==> src/tlvcc_pkg.sv <==
// Shared types and constants for the TLV container checker.
// No dependencies; imported by every module of the block.
package tlvcc_pkg;

  localparam int unsigned OffW   = 24;
  localparam int unsigned CountW = 9;

  localparam logic [15:0]       FIRST_TYPE    = 16'h8000;
  localparam logic [15:0]       END_TYPE      = 16'h8f00;
  localparam logic [15:0]       MIN_FIRST_LEN = 16'd4;
  localparam logic [OffW-1:0]   OFFSET_MAX    = 24'hFFFFFF;

  localparam logic [31:0]       MAGIC_RST     = 32'h57464d4d;
  localparam logic [OffW-1:0]   SIZE_RST      = 24'd2097152;
  localparam logic [CountW-1:0] RECORDS_RST   = 9'd256;

  typedef enum logic [1:0] {
    CMD_START = 2'd0,
    CMD_DATA  = 2'd1,
    CMD_END   = 2'd2
  } cmd_e;

  typedef enum logic [1:0] {
    REG_MAGIC   = 2'd0,
    REG_SIZE    = 2'd1,
    REG_RECORDS = 2'd2
  } reg_e;

  typedef enum logic [2:0] {
    ST_PASS      = 3'd0,
    ST_BAD_FIRST = 3'd1,
    ST_OVER_SIZE = 3'd2,
    ST_BAD_MAGIC = 3'd3,
    ST_TRUNCATED = 3'd4,
    ST_NO_END    = 3'd5
  } status_e;

  typedef struct packed {
    logic [31:0]       expected_magic;
    logic [OffW-1:0]   size_limit;
    logic [CountW-1:0] record_limit;
  } cfg_t;

  typedef struct packed {
    logic              valid;
    status_e           status;
    logic [OffW-1:0]   end_offset;
    logic [CountW-1:0] record_count;
  } res_t;

endpackage

==> src/tlvcc_core.sv <==
// Check state and per-word step logic of the TLV container checker.
// Depends on tlvcc_pkg; one word is consumed in every cycle that step_i is high.
module tlvcc_core import tlvcc_pkg::*; (
  input  logic       clk_i,
  input  logic       rst_ni,
  input  cfg_t       cfg_i,
  input  logic       step_i,
  input  logic [1:0] cmd_i,
  input  logic [7:0] data_byte_i,
  output res_t       res_o
);

  typedef enum logic [1:0] {
    PH_HEADER  = 2'd0,
    PH_MAGIC   = 2'd1,
    PH_PAYLOAD = 2'd2
  } phase_e;

  phase_e            phase_q, phase_d;
  logic [23:0]       hdr_q, hdr_d;
  logic [23:0]       magic_q, magic_d;
  logic [1:0]        bif_q, bif_d;
  logic [15:0]       left_q, left_d;
  logic [OffW-1:0]   off_q, off_d;
  logic [CountW-1:0] rec_q, rec_d;
  logic              verdict_q, verdict_d;

  logic [OffW-1:0]   off_inc;
  logic [1:0]        bif_inc;
  logic [CountW-1:0] rec_inc;
  logic              limit_hit;
  logic [31:0]       hdr_word;
  logic [31:0]       magic_word;
  logic [15:0]       rec_type;
  logic [15:0]       rec_len;
  logic [OffW:0]     end_sum;
  logic              over_size;
  logic [15:0]       left_dec;
  logic [15:0]       left_nxt;
  logic              finish;

  assign off_inc    = (off_q == OFFSET_MAX) ? off_q : off_q + 24'd1;
  assign bif_inc    = bif_q + 2'd1;
  assign rec_inc    = rec_q + 9'd1;
  assign limit_hit  = rec_q >= cfg_i.record_limit;
  assign hdr_word   = {data_byte_i, hdr_q};
  assign magic_word = {data_byte_i, magic_q};
  assign rec_type   = hdr_word[15:0];
  assign rec_len    = hdr_word[31:16];
  assign end_sum    = {1'b0, off_inc} + {{(OffW-15){1'b0}}, rec_len};
  assign over_size  = end_sum > {1'b0, cfg_i.size_limit};
  assign left_dec   = left_q - 16'd1;
  assign left_nxt   = (left_q != 16'd0) ? left_dec : 16'd0;

  always_comb begin
    phase_d   = phase_q;
    hdr_d     = hdr_q;
    magic_d   = magic_q;
    bif_d     = bif_q;
    left_d    = left_q;
    off_d     = off_q;
    rec_d     = rec_q;
    verdict_d = verdict_q;
    finish    = 1'b0;
    res_o     = '{valid: 1'b0, status: ST_PASS, end_offset: off_q, record_count: rec_q};

    if (step_i) begin
      case (cmd_i)
        CMD_START: begin
          phase_d   = PH_HEADER;
          hdr_d     = '0;
          magic_d   = '0;
          bif_d     = '0;
          left_d    = '0;
          off_d     = '0;
          rec_d     = '0;
          verdict_d = 1'b0;
        end
        CMD_END: begin
          if (!verdict_q) begin
            res_o.valid  = 1'b1;
            res_o.status = (phase_q == PH_HEADER && bif_q == 2'd0 && limit_hit)
                           ? ST_NO_END : ST_TRUNCATED;
            verdict_d    = 1'b1;
          end
        end
        CMD_DATA: begin
          if (!verdict_q) begin
            case (phase_q)
              PH_HEADER: begin
                if (bif_q == 2'd0 && limit_hit) begin
                  // limit reached before a new header: fail without consuming
                  res_o.valid  = 1'b1;
                  res_o.status = ST_NO_END;
                  verdict_d    = 1'b1;
                end else begin
                  off_d = off_inc;
                  bif_d = bif_inc;
                  case (bif_q)
                    2'd0: hdr_d[7:0]   = data_byte_i;
                    2'd1: hdr_d[15:8]  = data_byte_i;
                    2'd2: hdr_d[23:16] = data_byte_i;
                    default: begin
                      res_o.end_offset = off_inc;
                      if (rec_q == '0 &&
                          (rec_type != FIRST_TYPE || rec_len < MIN_FIRST_LEN)) begin
                        res_o.valid  = 1'b1;
                        res_o.status = ST_BAD_FIRST;
                        verdict_d    = 1'b1;
                      end else if (rec_type == END_TYPE) begin
                        res_o.valid      = 1'b1;
                        res_o.status     = ST_PASS;
                        res_o.end_offset = off_inc - 24'd4;
                        verdict_d        = 1'b1;
                      end else if (over_size) begin
                        res_o.valid  = 1'b1;
                        res_o.status = ST_OVER_SIZE;
                        verdict_d    = 1'b1;
                      end else begin
                        left_d = rec_len;
                        if (rec_q == '0) begin
                          phase_d = PH_MAGIC;
                          magic_d = '0;
                        end else if (rec_len == 16'd0) begin
                          finish = 1'b1;
                        end else begin
                          phase_d = PH_PAYLOAD;
                        end
                      end
                    end
                  endcase
                end
              end
              PH_MAGIC: begin
                off_d  = off_inc;
                bif_d  = bif_inc;
                left_d = left_dec;
                case (bif_q)
                  2'd0: magic_d[7:0]   = data_byte_i;
                  2'd1: magic_d[15:8]  = data_byte_i;
                  2'd2: magic_d[23:16] = data_byte_i;
                  default: begin
                    if (magic_word != cfg_i.expected_magic) begin
                      res_o.valid      = 1'b1;
                      res_o.status     = ST_BAD_MAGIC;
                      res_o.end_offset = off_inc;
                      verdict_d        = 1'b1;
                    end else if (left_dec == 16'd0) begin
                      finish = 1'b1;
                    end else begin
                      phase_d = PH_PAYLOAD;
                    end
                  end
                endcase
              end
              default: begin
                off_d  = off_inc;
                left_d = left_nxt;
                finish = (left_nxt == 16'd0);
              end
            endcase

            // record complete: back to header, check the record limit
            if (finish) begin
              rec_d   = rec_inc;
              phase_d = PH_HEADER;
              hdr_d   = '0;
              bif_d   = '0;
              if (rec_inc >= cfg_i.record_limit) begin
                res_o.valid        = 1'b1;
                res_o.status       = ST_NO_END;
                res_o.end_offset   = off_inc;
                res_o.record_count = rec_inc;
                verdict_d          = 1'b1;
              end
            end
          end
        end
        default: ;
      endcase
    end
  end

  always_ff @(posedge clk_i or negedge rst_ni) begin
    if (!rst_ni) begin
      phase_q   <= PH_HEADER;
      hdr_q     <= '0;
      magic_q   <= '0;
      bif_q     <= '0;
      left_q    <= '0;
      off_q     <= '0;
      rec_q     <= '0;
      verdict_q <= 1'b0;
    end else begin
      phase_q   <= phase_d;
      hdr_q     <= hdr_d;
      magic_q   <= magic_d;
      bif_q     <= bif_d;
      left_q    <= left_d;
      off_q     <= off_d;
      rec_q     <= rec_d;
      verdict_q <= verdict_d;
    end
  end

  a_no_second_verdict: assert property (@(posedge clk_i) disable iff (!rst_ni)
    verdict_q && step_i |-> !res_o.valid)
    else $error("verdict given twice in one check");

  a_verdict_latched: assert property (@(posedge clk_i) disable iff (!rst_ni)
    step_i && res_o.valid |=> verdict_q)
    else $error("verdict not recorded");

  a_start_clears: assert property (@(posedge clk_i) disable iff (!rst_ni)
    step_i && cmd_i == CMD_START |=> !verdict_q && off_q == '0 && rec_q == '0)
    else $error("start did not clear the check");

  a_payload_aligned: assert property (@(posedge clk_i) disable iff (!rst_ni)
    phase_q == PH_PAYLOAD |-> bif_q == 2'd0)
    else $error("field byte count left over in payload phase");

endmodule

==> config.mk <==
export PLATFORM = sky130hd
export DESIGN_NAME = tlvcc_core
export DESIGN_NICKNAME = d
export VERILOG_FILES = /design/src/tlvcc_pkg.sv /design/src/tlvcc_core.sv
export SDC_FILE = /design/constraint.sdc
export NUM_CORES = 1
export LEC_CHECK = 0
export BUFFER_PORTS_ARGS = -buffer_cell sky130_fd_sc_hd__buf_2
export CORE_UTILIZATION = 40
export CTS_CLUSTER_DIAMETER = 60
export CTS_CLUSTER_SIZE = 8
export DETAILED_ROUTE_END_ITERATION = 12
export PLACE_DENSITY = 0.68
export RECOVER_POWER = 50
export SYNTH_ARGS = -nofsm -noshare
export SYNTH_HDL_FRONTEND = slang
export SYNTH_SLANG_ARGS = --single-unit
==> constraint.sdc <==
create_clock -name clk_i -period 11.97 [get_ports clk_i]
set_clock_uncertainty 0.1 [all_clocks]
set_input_delay 1.7955 -clock clk_i [delete_from_list [all_inputs] [get_ports clk_i]]
set_output_delay 1.7955 -clock clk_i [all_outputs]
set_load 0.03 [all_outputs]
After elaboration in Yosys (flattened, before gate mapping)
Index checks and enable logic that the tools add are counted.
{ "op_classes": {"add_sub_neg": 6, "magnitude_cmp": 4, "n_eq_ne": 36, "mux": 98, "reduce_logical": 28} }
{ "ops": {"columns": ["operator", "count"], "rows": [
  ["24-bit 2-to-1 mux", 18],
  ["24-bit one-hot mux with 2 select lines", 4],
  ["37-bit 2-to-1 mux", 4],
  ["16-bit 2-to-1 mux", 7],
  ["28-bit 2-to-1 mux", 3],
  ["16-bit one-hot mux with 2 select lines", 2],
  ["28-bit one-hot mux with 2 select lines", 1],
  ["16-bit zero test", 3],
  ["3-bit inequality test, second input constant", 12],
  ["33-bit 2-to-1 mux", 1],
  ["11-bit AND reduction", 3],
  ["32-bit inequality test", 1],
  ["4-bit inequality test, second input constant", 8],
  ["2-bit 2-to-1 mux", 15],
  ["24-bit by 16-bit adder with 25-bit output", 1],
  ["25-bit by 24-bit greater-than comparator with 1-bit output", 1],
  ["24-bit by 1-bit adder with 24-bit output, second input constant", 1],
  ["24-bit equality test, second input constant", 1],
  ["1-bit 2-to-1 mux", 24],
  ["8-bit 2-to-1 mux", 3],
  ["24-bit by 3-bit subtractor with 24-bit output, second input constant", 1],
  ["4-bit 2-to-1 mux", 5],
  ["9-bit greater-or-equal comparator", 2],
  ["9-bit 2-to-1 mux", 2],
  ["31 further kinds", 49]
]} }
{ "totals": {"regBits": 102, "input_bits": 78, "wordCells": 184} }

Depth between registers and ports, before layout
{ "logic_depth": {"depth_word": 17, "depth_mapped": 27, "mapped_depth_nobuf": 25} }

Worst setup path before layout
Ideal clock, no wire load.
{ "synth_path": {"path_type": "register to output", "start": "register off_q[16]", "end": "output port res_o[25] (netlist name)", "arrival_time_ns": 7.682, "slack_ns": 2.393, "path_stages_with_launch": 25, "path_buffers": 1, "path_cell_list": "dfrtp_1 clkbuf_1 nand4_1 or4_1 nor3_2 mux2_2 fa_1 a21oi_1 nor2_1 o211ai_1 a31oi_1 o41ai_1 nor2_1 and3_1 xor2_1 ha_1 a21o_1 a21oi_1 o211ai_1 or4_1 o21ai_0 o311ai_4 a21boi_2 mux2_1 a211oi_1"} }
{ "synth_rtl": {"columns": ["item", "line_no", "source"], "rows": [
  ["start: declaration", "tlvcc_core.sv:24", "logic [OffW-1:0] off_q, off_d;"],
  ["start signal: assignment", "tlvcc_core.sv:191", "off_q <= '0;"],
  ["start signal: assignment", "tlvcc_core.sv:200", "off_q <= off_d;"],
  ["end: declaration", "tlvcc_core.sv:10", "output res_t res_o"]
]} }

==> summary.md <==
| Metric | Value |
|---|---|
| Relative slew slack | `-174%` |
| Vias in the first global route | `9527` |
| H-tree levels | `3` |
| Vias per cell | `slightly above 6` |
| Final Net Count | `approximately 1.5k` |
| Reg2reg setup slack | `between 3 and 4 ns` |
| Skew-Pair Late Insertion Delay | `0.38 ns` |
| Cts hold-fix bufs | `0` |
| Initial antenna violation count | `2` |
| Synth Register Bits | `a little over 100` |
| Fraction of registers with async set/reset | `between 90% and 100%` |
| Area growth, synth to finish | `10.1%` |
| Hold Slack | `0.418 ns` |
| DIE WIDTH | `approximately 160 µm` |
| Chip height | `between 150 and 200 µm` |
| Violated checks | `max-capacitance violations, max-slew violations` |
| Least-Margin Pin Slew | `between 4 and 5 ns` |
| Via count | `between 10k and 15k` |
| CP Max Fanout | `25` |
| Final worst slack | `1.49 ns` |
| Gr ovfl total | `0` |
| Final min period | `~10 ns` |
| Num ports | `about 120` |
| Layout Utilization | `between 40% and 50%` |
| Setup Fix Bufs, Post-CTS | `0` |
| HP Class | `reg2reg` |
| Distinct cells, synth | `between 80 and 90` |
| Remaining antenna violation count | `0` |
| Final Hold Fails | `0` |
| Total Die Area | `26500 µm²` |
| Data arrival time of the worst path | `around 8.6 ns` |
| Post-DP Area | `between 10000 and 15000 µm²` |
| Non-Filler Instances | `roughly 1.7k` |
| DP Worst Slack | `between 2 and 2.5 ns` |
| Grt met2 use | `a little under two fifths` |
| CP max-delay cell | `nor3_2` |
| WL/cell | `approximately 20 µm` |
| Power density over cell area | `around 110 nW/µm²` |
| Tcrit/Tclk final | `between 80% and 90%` |
| Required time of the critical path | `roughly 10 ns` |
| 1st-pass router iterations | `7` |
| Critical Path End Type | `output port` |
| Detailed Place HPWL | `25.3 mm` |
| Global routing met1 resource utilization | `approximately 36%` |
| Initial DRC count | `between 1k and 1.5k` |
| Initial Util | `41.0%` |
| # clock sinks | `approximately 100` |
| Maximum number of pins on one net before global-route repair | `77` |
| Finished layout cell area | `approximately 11000 µm²` |
| Final max-slew violation count | `around 200` |
| Root Buffer | `clkbuf_16` |
| Max-Cap Viols | `4` |
| Crit-path leading delay family | `compound AO/OA/AOI/OAI gates` |
| Status | `complete, but fails checks` |
| Port buffer count | `114` |
| Share of cells above drive strength 1 | `between 10 and 15%` |
| Final Power | `1.28 mW` |
| Yosys synthesis warning count | `0` |
| Setup CP Type | `reg2out` |
| RSZ-0062 raised after global routing | `no` |
| Mapped Avg Cell Area | `around 8 µm²` |
| Wire length of the first global-routing pass | `roughly 52 mm` |
| EDFF count, synth | `0` |
| Drc violations | `0` |
| Most used routing layer | `met2` |
| TritonCTS clock tree | `done` |
| CORE AREA | `25300 µm²` |
| LEAKAGE | `around 5.2 nW` |
| Cell count after synthesis | `1296` |
| Max clock buf depth | `2` |
| Rows | `58` |
| Setup TNS | `0 ns` |
| Met3 GRT Util | `5.04%` |
| Synthesized area | `between 10000 and 15000 µm²` |
| Clk slew on worst S/H paths | `approximately 0.080 ns` |
| Largest stage delay, worst path | `0.87 ns` |
| Routed Wire Length | `between 30 and 40 mm` |
| Crit path buf inv count | `3` |
| Critical Path Start Type | `flip-flop` |
| GR Util All Layers | `between 20% and 30%` |
| VDD IR max | `around 90 µV` |
| Top FF cell, synth | `dfrtp_1` |
| Resize count post-CTS | `0` |
| Final setup fails | `0` |
| Placed Instances | `between 1.5k and 2k` |
| Seq/Total Area, Yosys | `~25%` |
| Syn nets | `approximately 1.4k` |
| Fmax | `around 95 MHz` |
| Cts bufs inserted | `9` |
| Routability cong. | `around 0.94` |
## logic make-up (layout without fill, tap and decap cells)
| logic type | after synthesis | after routing | synth area share [%] |
|---|---|---|---|
| AND/OR/NAND/NOR | 434 | 434 | 22.2 |
| AO/OA/AOI/OAI | 422 | 422 | 28.4 |
| buffers and inverters | 152 | 211 | 5.83 |
| flip-flops | 102 | 102 | 24.7 |
| XOR/XNOR | 98 | 98 | 8.44 |
| adder cells (fa/ha/maj) | 75 | 75 | 9.14 |
| multiplexers | 13 | 13 | 1.33 |
| other | 0 | 2 | 0 |
## layout by cell type (no fill, tap or decap), types with 19 or more instances in the layout
cell	count
nand2_1	122
o21ai_0	115
buf_2	112
dfrtp_1	102
nor2_1	89
ha_1	74
a21oi_1	72
inv_1	69
a22o_1	55
xor2_1	54
xnor2_1	42
nand3_1	38
nor3_1	29
nor4_1	27
nand4_1	24
a22oi_1	19
## state kept, by name (all words and copies together), names as in the netlist
register / count
hdr_q: 24
magic_q: 24
off_q: 24
left_q: 16
rec_q: 9
bif_q: 2
phase_q: 2
verdict_q: 1
## synthesized netlist by cell type (8+ instances only)
cell | count | share of area [%]
nor3_1 | 29 | 1.4
o21ai_0 | 115 | 5.6
nor2b_1 | 11 | 0.67
nand4_1 | 24 | 1.5
a31oi_1 | 17 | 1.0
nand2_1 | 122 | 4.4
a22oi_1 | 19 | 1.4
xor2_1 | 54 | 4.6
buf_2 | 23 | 1.1
inv_1 | 69 | 2.5
a22o_1 | 55 | 4.7
clkbuf_1 | 54 | 2.0
ha_1 | 74 | 8.9
a21o_1 | 12 | 0.87
o21a_1 | 8 | 0.58
nor2_1 | 89 | 3.2
nand3_1 | 38 | 1.8
nor4_1 | 27 | 1.6
nand2b_1 | 9 | 0.54
and2_1 | 14 | 0.85
and3_1 | 17 | 1.0
dfrtp_1 | 102 | 25
o31ai_1 | 16 | 1.2
xnor2_1 | 42 | 3.6
o22ai_1 | 9 | 0.54
a21oi_1 | 72 | 3.5
or2_2 | 10 | 0.60
a211oi_1 | 12 | 0.87
## worst paths after layout
kind / from / endpoint / depth (start not counted)
worst min register to register: hdr_q[13] / hdr_q[13] / 1
worst max-delay path: off_q[1] / res_o[25] / 27
worst max register to register: off_q[1] / left_q[1] / 25
max in group asynchronous: rst_ni / magic_q[21] / 2
worst min-delay path: hdr_q[13] / hdr_q[13] / 1
min in group asynchronous: rst_ni / rec_q[0] / 1
## power breakdown
part           total [mW]  switching, mW  internal (mW)
combinational       0.515          0.338          0.177
sequential          0.446         0.0643          0.381
clock               0.322          0.170          0.153
total                1.28          0.572          0.711
## routing by layer
layer	up-vias	share of wire (%)
li1	4919	-
met1	4903	45
met2	576	43
met3	74	9.1
met4	0	3.3
met5	-	0
## layout make-up
cell class | instances | area [µm²]
Tap cell | 330 | 413
Inverter | 69 | 259
Fill cell | 2510 | 13900
Multi-Input combinational cell | 1042 | 7200
Clock inverter | 7 | 93.8
Timing Repair Buffer | 126 | 647
Sequential cell | 102 | 2550
Antenna cell | 2 | 5.00
Clock buffer | 9 | 225
(Power assumes the default switching activity.)
